--- src/hdl/htd_pkg.sv ---
`default_nettype none

package htd_pkg;

  // Defaults for the top-level parameters.
  localparam int SYMBOL_COUNT_DEF  = 256;
  localparam int MAX_CODE_BITS_DEF = 32;
  localparam int NODE_DEPTH_DEF    = 512;

  // Coded bits carried by one data byte.
  localparam int BYTE_BITS = 8;

  // Width of a child pointer in a node entry.
  localparam int CHILD_W = 9;

  // One node table entry: leaf flag, symbol, right child, left child.
  // A child index of zero means no child, since the root is never a child.
  typedef struct packed {
    logic               leaf;
    logic [7:0]         sym;
    logic [CHILD_W-1:0] right;
    logic [CHILD_W-1:0] left;
  } htd_node_t;

  typedef enum logic [1:0] {
    REQ_INSERT = 2'd0,
    REQ_DATA   = 2'd1,
    REQ_CLEAR  = 2'd2,
    REQ_NONE   = 2'd3
  } htd_req_e;

  typedef enum logic [1:0] {
    KIND_SYMBOL  = 2'd0,
    KIND_ACCEPT  = 2'd1,
    KIND_REJECT  = 2'd2,
    KIND_INVALID = 2'd3
  } htd_kind_e;

  typedef struct packed {
    logic [1:0]  req_type;
    logic [7:0]  entry_symbol;
    logic [5:0]  code_length;
    logic [31:0] code_bits;
    logic [7:0]  data_byte;
  } htd_in_t;

  typedef struct packed {
    logic [1:0] result_kind;
    logic [7:0] out_symbol;
    logic       last_of_run;
    logic       stream_done;
  } htd_out_t;

  // Requests from the sequencer to the result buffer.
  typedef struct packed {
    logic push;
    logic flush;
  } htd_res_ctl_t;

endpackage

`default_nettype wire

--- src/hdl/htd_result_buf.sv ---
`default_nettype none

module htd_result_buf import htd_pkg::*; (
  input  wire logic         clk_i,
  input  wire logic         rst_ni,
  input  wire htd_res_ctl_t ctl_i,
  input  wire htd_out_t     res_i,
  output logic              rdy_o,
  output logic              out_valid_o,
  input  wire logic         out_stall_i,
  output htd_out_t          out_data_o
);

  // The newest result waits in a holding slot until the next one arrives or
  // the item ends, so that its last flag is known when it moves on.
  logic     pend_valid_q;
  htd_out_t pend_q;
  logic     out_valid_q;
  htd_out_t out_q;
  logic     out_free;
  logic     move;

  assign out_free = !out_valid_q || !out_stall_i;
  assign rdy_o    = !pend_valid_q || out_free;
  assign move     = pend_valid_q && out_free && (ctl_i.push || ctl_i.flush);

  always_ff @(posedge clk_i or negedge rst_ni) begin
    if (!rst_ni) begin
      pend_valid_q <= 1'b0;
      out_valid_q  <= 1'b0;
    end else begin
      if (ctl_i.push && rdy_o) begin
        pend_valid_q <= 1'b1;
      end else if (ctl_i.flush && rdy_o) begin
        pend_valid_q <= 1'b0;
      end
      if (move) begin
        out_valid_q <= 1'b1;
      end else if (!out_stall_i) begin
        out_valid_q <= 1'b0;
      end
    end
  end

  always_ff @(posedge clk_i) begin
    if (ctl_i.push && rdy_o) begin
      pend_q <= res_i;
    end
    if (move) begin
      out_q <= {pend_q.result_kind, pend_q.out_symbol, ctl_i.flush, pend_q.stream_done};
    end
  end

  assign out_valid_o = out_valid_q;
  assign out_data_o  = out_q;

endmodule

`default_nettype wire

--- config.mk ---
export PLATFORM = sky130hd
export DESIGN_NAME = htd_result_buf
export DESIGN_NICKNAME = d
export VERILOG_FILES = /design/src/hdl/htd_pkg.sv /design/src/hdl/htd_result_buf.sv
export SDC_FILE = /design/constraint.sdc
export NUM_CORES = 1
export LEC_CHECK = 0
export ABC_AREA = 1
export BUFFER_PORTS_ARGS = -buffer_cell sky130_fd_sc_hd__buf_2
export CAP_MARGIN = 30
export CORE_MARGIN = 2
export CORE_UTILIZATION = 49
export CTS_CLUSTER_DIAMETER = 150
export DETAILED_ROUTE_END_ITERATION = 10
export MAX_ROUTING_LAYER = met4
export PLACE_DENSITY = 0.91
export SYNTH_ARGS = -nofsm -noshare
export SYNTH_HDL_FRONTEND = slang
export SYNTH_SLANG_ARGS = --single-unit
--- constraint.sdc ---
create_clock -name clk_i -period 3.9 [get_ports clk_i]
set_clock_uncertainty 0.1 [all_clocks]
set_input_delay 0.78 -clock clk_i [delete_from_list [all_inputs] [get_ports clk_i]]
set_output_delay 0.78 -clock clk_i [all_outputs]
set_load 0.02 [all_outputs]
Yosys cells after proc, flatten, opt, wreduce, memory -nomap -nowiden
Index checks and enable logic that the tools add are counted.

Bitwise logic cells: 0. Mux-type cells: 4. Equal/unequal tests: 1. Magnitude comparators: 0. $add $sub $neg: 0. Div/mod/pow operators: 0. Shift-type cells: 0. Multiply operators: 0. Reduce and logical (&&, ||, !) cells: 11.

Operator list (number): $logic_and A1 B1 Y1 (4); $mux W1 (4); $logic_not A1 Y1 (3); $logic_or A1 B1 Y1 (3); $ne A2 B1 Y1 const B (1); $reduce_bool A2 Y1 (1).

Register bits after elaboration: 25. Bits of input ports: 17. Output and inout port bits: 14. Memories kept: 0. ROM bits: 0. RAM bits: 0. Logic and storage cells: 25. Latch bits: 0.

Depth between registers and ports, before layout
Gate-level depths: netlist of the first run.

Word-level depth: 6. Gate-level depth with buffers: 3.

Worst setup path before layout of the first run
OpenSTA, ideal clock, no wires.

Path kind: input to register. Start point: input port out_stall_i. End point: register out_q, in the netlist out_data_o[0], enable pin. Library setup time: 0.380 ns. Cell stages on the path: 3. Path slack: 1.999 ns. Buffers on the path: 0. Arrival time: 1.420 ns. Data required time: 3.420 ns. Path through: nand2_1 nand2_1 nor2_1.

Word-level cells in the longest chain between the ends: 4.

Ends and longest elaborated chain: start, declared (line htd_result_buf.sv:10) `input wire logic out_stall_i,`; $logic_not A1 Y1; $logic_or A1 B1 Y1 (line htd_result_buf.sv:23) `assign out_free = !out_valid_q || !out_stall_i;`; $logic_and A1 B1 Y1 (2 in series) (line htd_result_buf.sv:25) `assign move = pend_valid_q && out_free && (ctl_i.push || ctl_i.flush);`; named net move (line htd_result_buf.sv:21) `logic move;`; end signal, assigned (line htd_result_buf.sv:50) `out_q <= {pend_q.result_kind, pend_q.out_symbol, ctl_i.flush, pend_q.stream_done};`; end, declared (line htd_result_buf.sv:19) `htd_out_t out_q;`.

The timed path passes the listed nets, and every way through them passes these cells. A chain may end at the register's enable or synchronous reset.

Final worst setup path of the first run
Start point: input port out_stall_i. End point: output port rdy_o.

Word-level cells in the longest chain between the ends: 3.

Ends and longest elaborated chain: $logic_not A1 Y1; $logic_or A1 B1 Y1 (line htd_result_buf.sv:23); $logic_or A1 B1 Y1 (line htd_result_buf.sv:24) `assign rdy_o = !pend_valid_q || out_free;`; end, declared (line htd_result_buf.sv:8) `output logic rdy_o,`.

Every way passes these cells.

==> summary.md, run 1 <==
| Metric | Value |
|---|---|
| Clock input transition at the sequential cells of the worst setup and hold paths | 0.12 ns |
| Critical Path Sink | rdy_o |
| Avg Synthesized Cell Area | 21.0 sq um |
| Post-synthesis net count | 55 |
| CTS Buffer Depth | 2 |
| Largest stage delay on the critical path | 0.18 ns |
| Kind of critical path | in2out |
| Number of global-route vias before repair | 452 |
| Maximum number of pins on one net before global-route repair | 14 |
| Via density per instance | 4.76 |
| Max-cap violations | 0 |
| Worst setup EP type | output port |
| Maximum fanout count along the critical path | 3 |
| H-Tree Level Count | 1 |
| Number of buffers inserted during clock tree synthesis | 3 |
| Sequential share of the synthesized area | 0.928 |
| Antenna diodes | 0 |
| Worst path cell trace | buf_2 -> nand3_2 -> buf_2 |
| Remaining routing DRC violations | 0 |
| RSZ-0062 raised after global routing | no |
| Die height | 44.4 um |
| Initial Util | 0.524 |
| Routed via count | 414 |
| Clk sink count | 25 |
| Final TNS setup | 0 ns |
| R2r endpoint | out_data_o[4] |
| Number of cells in the design after placement | 83 |
| Clock latency reported for the late side of the worst-skew pair | 0.30 ns |
| Worst EP required | 3.02 ns |
| Core area | 1520 sq um |
| Post-synthesis instance total | 38 |
| Sum of net half-perimeters after detailed placement | 948 um |
| Fill count | 115 |
| DIE WIDTH | 44.4 um |
| Most common cell after layout, fill and taps aside | sky130_fd_sc_hd__buf_2 |
| Die area | 1970 sq um |
| Final count of negative-setup-slack endpoints | 0 |
| Number of gates on the worst path with buffers counted | 3 |
| DR iter-0 viols | 10 |
| Post-CTS sizing | 0 |
| Cell types with the largest area share after synthesis | sky130_fd_sc_hd__edfxtp_1, sky130_fd_sc_hd__dfrtp_1, sky130_fd_sc_hd__nand2_1 |
| R2r setup slk | 2.19 ns |
| Count of port buffers added during placement | 29 |
| Number of nets in the layout | 89 |
| CP max-delay cell | sky130_fd_sc_hd__buf_2 |
| Start of the worst register-to-register path | out_valid_o |
| Commonest cells after routing, fill and taps aside | sky130_fd_sc_hd__buf_2, sky130_fd_sc_hd__edfxtp_1, sky130_fd_sc_hd__nand2_1, sky130_fd_sc_hd__inv_1, sky130_fd_sc_hd__clkbuf_4 |
| Synthesis warning total | 0 |
| Area fraction of the dominant cell type after synthesis | 0.865 |
| Family with the most delay on the worst path | buffers and inverters |
| Period utilization | 0.520 |
| Leak | 0.000413 uW |
| Hold-fix buffers at CTS | 0 |
| Minimum period implied by the final worst setup slack | 2.03 ns |
| All-Layer GR Usage | 0.151 |
| Cell depth of the worst flop-to-flop path | 3 |
| Max IR drop VDD | 0.271 mV |
| Tightest Pin Transition | 0.905 ns |
| Routed wire length | 1200 um |
| Cell type contributing the most total cell area after synthesis | sky130_fd_sc_hd__edfxtp_1 |
| GRT Residual Overflow | 0 |
| Class of the tightest hold or removal check | in2async |
| Number of ports placed on the die boundary | 31 |
| Growth of design area from synthesis to finish | 24.0% |
| First-pass GRT wire length | 1970 um |
| Post-CTS setup buffers | 0 |
| Buf+Inv Stages, Crit Path | 2 |
| Status | completed |
| CP Data Arrival Time | 1.15 ns |
| GP Congestion | 0.642 |
| Cell area after synthesis | 798 sq um |
| Number of distinct library cells after synthesis | 8 |
| Library cell appearing most often on the critical path | sky130_fd_sc_hd__buf_2 |
| Final hold viol count | 0 |
| Fraction of final layout cells sized beyond drive strength 1 | 0.465 |
| Power density over the cells | 487 nW/um^2 |
| Average wire length per cell after detail routing | 13.8 um |
| Critical path startpoint | out_stall_i |
| Max Clk Rate | 0.494 GHz |
| Placement row count | 14 |
| Root buf cell | sky130_fd_sc_hd__clkbuf_4 |
| Pre-Repair DR Iteration Count | 4 |
| Clock tree from TritonCTS | built |
| Fin. max-slew vios | 0 |
| Slew Limit Headroom | 0.395 |
| Non-filler instance count after layout | 87 |
| Number of storage elements in the synthesis netlist | 25 |
| Initial antenna violation count | 0 |
| Final antenna-violating net count | 0 |
| Sort of element at the start of the critical path | input pin |
## worst register-to-register path, cell delays in order (launching register included)
cell                      delay (ns)
sky130_fd_sc_hd__dfrtp_1        0.42
sky130_fd_sc_hd__nand2_1        0.10
sky130_fd_sc_hd__nand2_1        0.05
sky130_fd_sc_hd__nor2_1         0.69
## power by group
group / switching (uW) / internal [uW] / total (uW)
Sequential: 6.49 / 318 / 325
Clock: 66.7 / 39.8 / 107
Combinational: 35.0 / 15.9 / 50.9
## how the worst min path moves through the flow
stage	slack (ns)	depth (start not counted)	startpoint	endpoint
after floorplan	0.30	0	pend_q[0]	out_data_o[0]
after global placement	0.30	0	pend_q[8]	out_data_o[8]
after detailed placement	0.30	0	pend_q[0]	out_data_o[0]
after CTS	0.13	1	rst_ni	pend_valid_q
after global routing	0.12	1	rst_ni	out_valid_o
final	0.14	1	rst_ni	pend_valid_q
## synth_stat cells
cell	instances
sky130_fd_sc_hd__dfrtp_1	2
sky130_fd_sc_hd__nor2_1	2
sky130_fd_sc_hd__nand3_2	1
sky130_fd_sc_hd__nand2_1	5
sky130_fd_sc_hd__o21ai_0	1
sky130_fd_sc_hd__nand3_1	1
sky130_fd_sc_hd__inv_1	3
sky130_fd_sc_hd__edfxtp_1	23
## cell type report
class	count	area, sq um	share of cell area
Clock buffer	4	26.3	0.0265
Inverter	3	11.3	0.0114
Multi-Input combinational cell	10	46.3	0.0468
Sequential cell	25	741	0.748
Tap cell	16	20.0	0.0202
Timing Repair Buffer	29	145	0.147
## state kept, by name (all words and copies together), names as in the netlist
register and flops:
pend_valid_q 1, out_data_o 12, out_valid_o 1, pend_q 11
## stage by stage
step / setup WS [ns] / utilization / power, uW / area (sq um) / hold WS (ns)
after CTS: 1.88 / 0.649 / 485 / 990 / 0.132
final: 1.87 / 0.649 / 482 / 990 / 0.135
after global placement: 1.79 / 0.632 / 378 / 963 / 0.303
after detailed placement: 1.70 / 0.632 / 382 / 963 / 0.305
after global routing: 1.86 / 0.649 / 503 / 990 / 0.117
after floorplan: 2.00 / - / 358 / 798 / 0.300
## per-layer routing
layer	track usage	part of all wire	vias up
li1	-	-	204
met1	0.183	0.39	188
met4	0.0909	0.015	0
met2	0.244	0.53	20
met5	-	0	-
met3	0.0163	0.058	2
## cells by family (layout without fill, tap and decap cells)
logic type | after synthesis | after routing | synth area share
buf+inv | 3 | 36 | 0.0141
compound gates | 1 | 1 | 0.00626
simple gates | 9 | 9 | 0.0517
flops | 25 | 25 | 0.928
Power figures use the tool's default switching activity.
==> inputs of run 2 (changes only) <==
Settings changed: CORE_UTILIZATION 49 to 45, PLACE_DENSITY 0.91 to 0.86.
Clock period 3.9 ns to 1.9 ns, I/O delays scaled along.
==> run 2 against run 1 <==
Against the previous run: via count increased by 7.5%; power increased by 110%; register-to-register slack got worse by 1.6 ns; clock power increased by 110%; cell count increased by 3.4%; final area increased by 1.9%; critical path type is now reg2out; largest cell class unchanged; largest power group unchanged; highest routed layer unchanged.
==> summary.md, run 2 (same netlist as run 1, synthesis figures left out) <==
| Metric | Value |
|---|---|
| Status | completed |
| Net switching power figure | 227 uW (+110%) |
| Post-CTS setup buffers | 0 (unchanged) |
| Worst EP required | 1.42 ns (-1.60 ns) |
| Maximum number of pins on one net before global-route repair | 14 (unchanged) |
| Count of port buffers added during placement | 29 (unchanged) |
| Final standard cell area without fillers | 1010 sq um (+1.9%) |
| All-Layer GR Usage | 0.124 (-0.0267) |
| Class of the tightest hold or removal check | in2reg |
| Part of the total power dissipated in combinational logic | 0.109 (+0.003) |
| Root buf cell | sky130_fd_sc_hd__clkbuf_4 |
| Die height | 46.1 um (+4.0%) |
| Pre-Repair DR Iteration Count | 4 (unchanged) |
| R2r endpoint | pend_q[7] |
| Max IR drop VDD | 0.479 mV (+77%) |
| Max-cap violations | 0 (unchanged) |
| Clock input transition at the sequential cells of the worst setup and hold paths | 0.12 ns (about the same) |
| Critical path startpoint | pend_valid_q |
| GRT Residual Overflow | 0 (unchanged) |
| Period utilization | 0.786 |
| R2r setup slk | 0.58 ns (-1.61 ns) |
| Worst setup EP type | output port |
| Final count of negative-setup-slack endpoints | 0 (unchanged) |
| Fraction of power spent switching nets | 0.227 (+0.00303) |
| Die area | 2130 sq um (+8.1%) |
| DIE WIDTH | 46.1 um (+4.0%) |
| Clock tree from TritonCTS | built |
| Number of buffers inserted during clock tree synthesis | 3 (unchanged) |
| Start of the worst register-to-register path | pend_valid_q |
| Initial Util | 0.473 (-0.0512) |
| Number of nets in the layout | 91 (+2.2%) |
| Kind of critical path | reg2out |
| Number of cells in the design after placement | 85 (+2.4%) |
| Antenna diodes | 0 (unchanged) |
| Critical Path Sink | rdy_o |
| Non-filler instance count after layout | 90 (+3.4%) |
| Final hold viol count | 0 (unchanged) |
| GP Congestion | 0.663 (+3.2%) |
| RSZ-0062 raised after global routing | no |
| Maximum fanout count along the critical path | 4 (+1) |
| Max Clk Rate | 0.669 GHz |
| Via density per instance | 4.94 (+3.9%) |
| Number of ports placed on the die boundary | 31 (unchanged) |
| Minimum period implied by the final worst setup slack | 1.49 ns |
| Growth of design area from synthesis to finish | 26.3% |
| Sum of net half-perimeters after detailed placement | 823 um (-13%) |
| Clk sink count | 25 (unchanged) |
| Initial antenna violation count | 0 (unchanged) |
| Cell depth of the worst flop-to-flop path | 3 (unchanged) |
| Final antenna-violating net count | 0 (unchanged) |
| Most common cell after layout, fill and taps aside | sky130_fd_sc_hd__buf_2 |
| Flip-flop count of the largest register after layout | 12 (unchanged) |
| Fraction of final layout cells sized beyond drive strength 1 | 0.466 (+0.000965) |
| Cell internal pwr | 771 uW (+110%) |
| H-Tree Level Count | 1 (unchanged) |
| CTS Buffer Depth | 2 (unchanged) |
| Setup slack after layout | 0.406 ns (-1.47 ns) |
| Placement row count | 15 (+1) |
| Final TNS setup | 0 ns (unchanged) |
| Routed wire length | 1150 um (-4.1%) |
| Slew Limit Headroom | 0.728 (+0.333) |
| Clock latency reported for the late side of the worst-skew pair | 0.31 ns (about the same) |
| Sort of element at the start of the critical path | register |
| Post-DP Area | 972 sq um (+0.91%) |
| Number of global-route vias before repair | 424 (-6.2%) |
| Routed via count | 445 (+7.5%) |
| Average wire length per cell after detail routing | 12.8 um (-7.3%) |
| Remaining routing DRC violations | 0 (unchanged) |
| Tightest Pin Transition | 0.408 ns (-0.497 ns) |
| First-pass GRT wire length | 1650 um (-16%) |
| DR iter-0 viols | 13 (+3) |
| Final hold slack | 0.133 ns (-0.00213 ns) |
| Fin. max-slew vios | 0 (unchanged) |
| Portion of total power attributed to sequential cells | 0.665 (-0.008) |
| Part of the total power dissipated in the clock network | 0.225 (+0.004) |
| Commonest cells after routing, fill and taps aside | sky130_fd_sc_hd__buf_2, sky130_fd_sc_hd__edfxtp_1, sky130_fd_sc_hd__nand2_1, sky130_fd_sc_hd__inv_1, sky130_fd_sc_hd__clkbuf_4 |
| Leak | 0.000422 uW (+2.2%) |
| Worst slack, placed | 0.526 ns (-1.17 ns) |
| Power density over the cells | 990 nW/um^2 (+100%) |
| Core area | 1690 sq um (+11%) |
| CP Data Arrival Time | 1.01 ns (-0.14 ns) |
[run 2: changes by cell type in the layout (fill, tap and decap cells not counted), sizes merged]
cell         delta
buf             +1
dlygate4sd3     +1
[run 2: per-stage QoR]
step / power [uW] / utilization
floorplan: 734 / -
global placement: 778 / 0.576
detailed placement: 784 / 0.576
CTS: 1000 / 0.597
global route: 1030 / 0.597
finish: 998 / 0.597
[run 2: critical path, stage by stage (launching register included)]
cell and delay, ns:
sky130_fd_sc_hd__dfrtp_1 0.43, sky130_fd_sc_hd__nand3_2 0.10, sky130_fd_sc_hd__buf_2 0.17
[run 2: power groups by stage]
stage / Clock, uW / Sequential, uW / Combinational (uW)
5_1_grt: 241 / 669 / 119
3_5_place_dp: 0 / 677 / 107
2_1_floorplan: 0 / 708 / 26.2
4_1_cts: 226 / 664 / 109
3_3_place_gp: 0 / 674 / 104
6_report: 225 / 664 / 109
[run 2: timing repair]
item                      in CTS  in global routing
hold buffers                   1                  0
hold endpoints to repair       2                  0
gates resized for setup        0                  0
[run 2: worst min-delay path by stage]
stage / slack [ns] / depth (start not counted) / from / to
after floorplan: -0.02 / 0 / rst_ni / out_valid_o
after global placement: 0.07 / 1 / rst_ni / out_valid_o
after detailed placement: 0.07 / 1 / rst_ni / out_valid_o
after CTS: 0.13 / 1 / res_i[7] / pend_q[7]
after global routing: 0.13 / 1 / res_i[5] / pend_q[5]
final: 0.13 / 1 / res_i[3] / pend_q[3]
[run 2: layout make-up]
class / count / area [sq um]
Timing Repair Buffer: 31 / 163
Sequential cell: 25 / 741
Clock buffer: 4 / 26.3
Inverter: 3 / 11.3
Tap cell: 17 / 21.3
Fill cell: 124 / 681
Multi-Input combinational cell: 10 / 46.3
[run 2: per-layer routing]
layer  global-route usage  vias up  routed length [um]
met5                    -        -                   0
met3               0.0353        5                  41
li1                     -      209                   -
met4                0.120        0                  47
met2                0.203       18                 624
met1                0.111      213                 435
==> inputs of run 3 (changes only) <==
Clock period 1.9 ns to 1.5 ns, I/O delays scaled along.
==> run 3 against run 2 <==
Against the previous run: sequential power grew 27%; largest cell class unchanged; clock power grew 21%; non-clock buffer count is the same; sequential share of layout area down 0.18 points; count of clock-buffer cells in the layout stayed put; first-iteration DRC count is 38% lower; register-to-register slack got worse by 0.40 ns; routed wire length fell by 6.4%; combinational power is 26% higher.
==> summary.md, run 3 (same netlist as run 1, synthesis figures left out) <==
| Metric | Value |
|---|---|
| Worst setup EP type | output port |
| Hold Path Stages | 1 (unchanged) |
| Flip-flop count of the largest register after layout | 12 (unchanged) |
| Worst path cell trace | nand3_2 -> buf_2 |
| Tightest Pin Transition | 0.376 ns (-0.0325 ns) |
| CP Data Arrival Time | 1.01 ns (about the same) |
| Number of buffers inserted during clock tree synthesis | 3 (unchanged) |
| GRT Residual Overflow | 0 (unchanged) |
| Remaining routing DRC violations | 0 (unchanged) |
| Clk sink count | 25 (unchanged) |
| Max IR drop VDD | 0.495 mV (+3.3%) |
| Initial Util | 0.473 (unchanged) |
| Maximum fanout count along the critical path | 3 (-1) |
| All-Layer GR Usage | 0.117 (-0.00761) |
| Antenna diodes | 0 (unchanged) |
| Minimum period implied by the final worst setup slack | 1.41 ns |
| CP max-delay cell | sky130_fd_sc_hd__dfrtp_1 |
| Pre-Repair DR Iteration Count | 4 (unchanged) |
| CTS Buffer Depth | 2 (unchanged) |
| Fill count | 120 (-3.2%) |
| Number of global-route vias before repair | 364 (-14%) |
| Growth of design area from synthesis to finish | 26.6% |
| Slew Limit Headroom | 0.749 (+0.0217) |
| Post-Route Utilization | 0.599 (+0.00148) |
| Number of cells in the design after placement | 85 (unchanged) |
| Power density over the cells | 1240 nW/um^2 (+25%) |
| Fin. max-slew vios | 0 (unchanged) |
| Largest stage delay on the critical path | 0.43 ns (about the same) |
| Final TNS setup | 0 ns (unchanged) |
| Non-filler instance count after layout | 90 (unchanged) |
| H-Tree Level Count | 1 (unchanged) |
| Routed wire length | 1080 um (-6.4%) |
| Number of ports placed on the die boundary | 31 (unchanged) |
| Clock tree from TritonCTS | built |
| Max-cap violations | 0 (unchanged) |
| Core area | 1690 sq um (unchanged) |
| Count of port buffers added during placement | 29 (unchanged) |
| Cell depth of the worst flop-to-flop path | 3 (unchanged) |
| First-pass GRT wire length | 1590 um (-3.4%) |
| Routed via count | 413 (-7.2%) |
| Final hold viol count | 0 (unchanged) |
| Class of the tightest hold or removal check | in2reg |
| Commonest cells after routing, fill and taps aside | sky130_fd_sc_hd__buf_2, sky130_fd_sc_hd__edfxtp_1, sky130_fd_sc_hd__nand2_1, sky130_fd_sc_hd__inv_1, sky130_fd_sc_hd__clkbuf_4 |
| Most common cell after layout, fill and taps aside | sky130_fd_sc_hd__buf_2 |
| Average wire length per cell after detail routing | 11.9 um (-6.4%) |
| Placement row count | 15 (unchanged) |
| Sum of net half-perimeters after detailed placement | 847 um (+2.9%) |
| Post-CTS sizing | 0 (unchanged) |
| Worst slack, placed | 0.205 ns (-0.321 ns) |
| Final antenna-violating net count | 0 (unchanged) |
| Period utilization | 0.938 |
| Maximum number of pins on one net before global-route repair | 14 (unchanged) |
| Root buf cell | sky130_fd_sc_hd__clkbuf_4 |
| Initial antenna violation count | 0 (unchanged) |
| Final hold slack | 0.0616 ns (-0.0716 ns) |
| DIE WIDTH | 46.1 um (unchanged) |
| Die area | 2130 sq um (unchanged) |
| Kind of critical path | reg2out |
| Number of nets in the layout | 91 (unchanged) |
| Die height | 46.1 um (unchanged) |
| DR iter-0 viols | 8 (-5) |
| Fraction of final layout cells sized beyond drive strength 1 | 0.479 (+0.0137) |
| Leak | 0.000422 uW (about the same) |
| Clock latency reported for the late side of the worst-skew pair | 0.30 ns (about the same) |
| Clock input transition at the sequential cells of the worst setup and hold paths | 0.12 ns (about the same) |
| Setup slack after layout | 0.0935 ns (-0.313 ns) |
| Final count of negative-setup-slack endpoints | 0 (unchanged) |
| Status | completed |
| Max Clk Rate | 0.711 GHz |
| Post-CTS setup buffers | 0 (unchanged) |
| RSZ-0062 raised after global routing | no |
| Via density per instance | 4.59 (-7.2%) |
| Hold-fix buffers at CTS | 1 (unchanged) |
| Sort of element at the start of the critical path | register |
| Worst EP required | 1.10 ns (-0.32 ns) |
| GP Congestion | 0.742 (+12%) |
## run 3: cell types whose count changed in the layout (fill, tap and decap cells not counted)
cell                     delta
sky130_fd_sc_hd__nor2_1     -1
sky130_fd_sc_hd__nor2_2     +1
## run 3: through the flow
| step | cell area (sq um) | total power (uW) |
|---|---|---|
| floorplan | 801 | 931 |
| detailed placement | 975 | 994 |
| global placement | 975 | 985 |
| CTS | 1010 | 1260 |
| finish | 1010 | 1250 |
| global route | 1010 | 1290 |
## run 3: layout make-up
type	count	area, sq um	area share
multi-input cells	10	48.8	0.0483
flip-flops and latches	25	741	0.733
repair buffers	31	163	0.161
inverters	3	11.3	0.0111
well taps	17	21.3	0.0210
clock buffers	4	26.3	0.0260
## run 3: path summary, 6_finish.rpt
| kind | from | to | slack [ns] |
|---|---|---|---|
| min | res_i[7] | pend_q[7] | 0.06 |
| min reg2reg | pend_q[0] | out_data_o[0] | 0.33 |
| max in group asynchronous | rst_ni | out_valid_o | 1.01 |
| max reg2reg | out_valid_o | pend_q[3] | 0.18 |
| max | out_valid_o | rdy_o | 0.09 |
| min in group asynchronous | rst_ni | pend_valid_q | 0.20 |
## run 3: per-layer routing
layer,wire [um],GRT usage
met1,354,0.0955
met2,627,0.219
met3,67,0.0431
met4,25,0.0571
met5,0,-
## run 3: report_power, final
| group | internal [uW] | total, uW | switching [uW] | leakage (uW) |
|---|---|---|---|---|
| clock | 103 | 273 | 170 | 0.0000150 |
| sequential | 826 | 841 | 14.9 | 0.000241 |
| combinational | 47.3 | 137 | 89.8 | 0.000166 |
| total | 977 | 1250 | 274 | 0.000422 |
## run 3: worst max-delay path: cells and delay by family, from the launching register on
family / cells / cell delay (ns)
AND/OR/NAND/NOR: 1 / 0.11
buffers and inverters: 1 / 0.17
flip-flops: 1 / 0.43
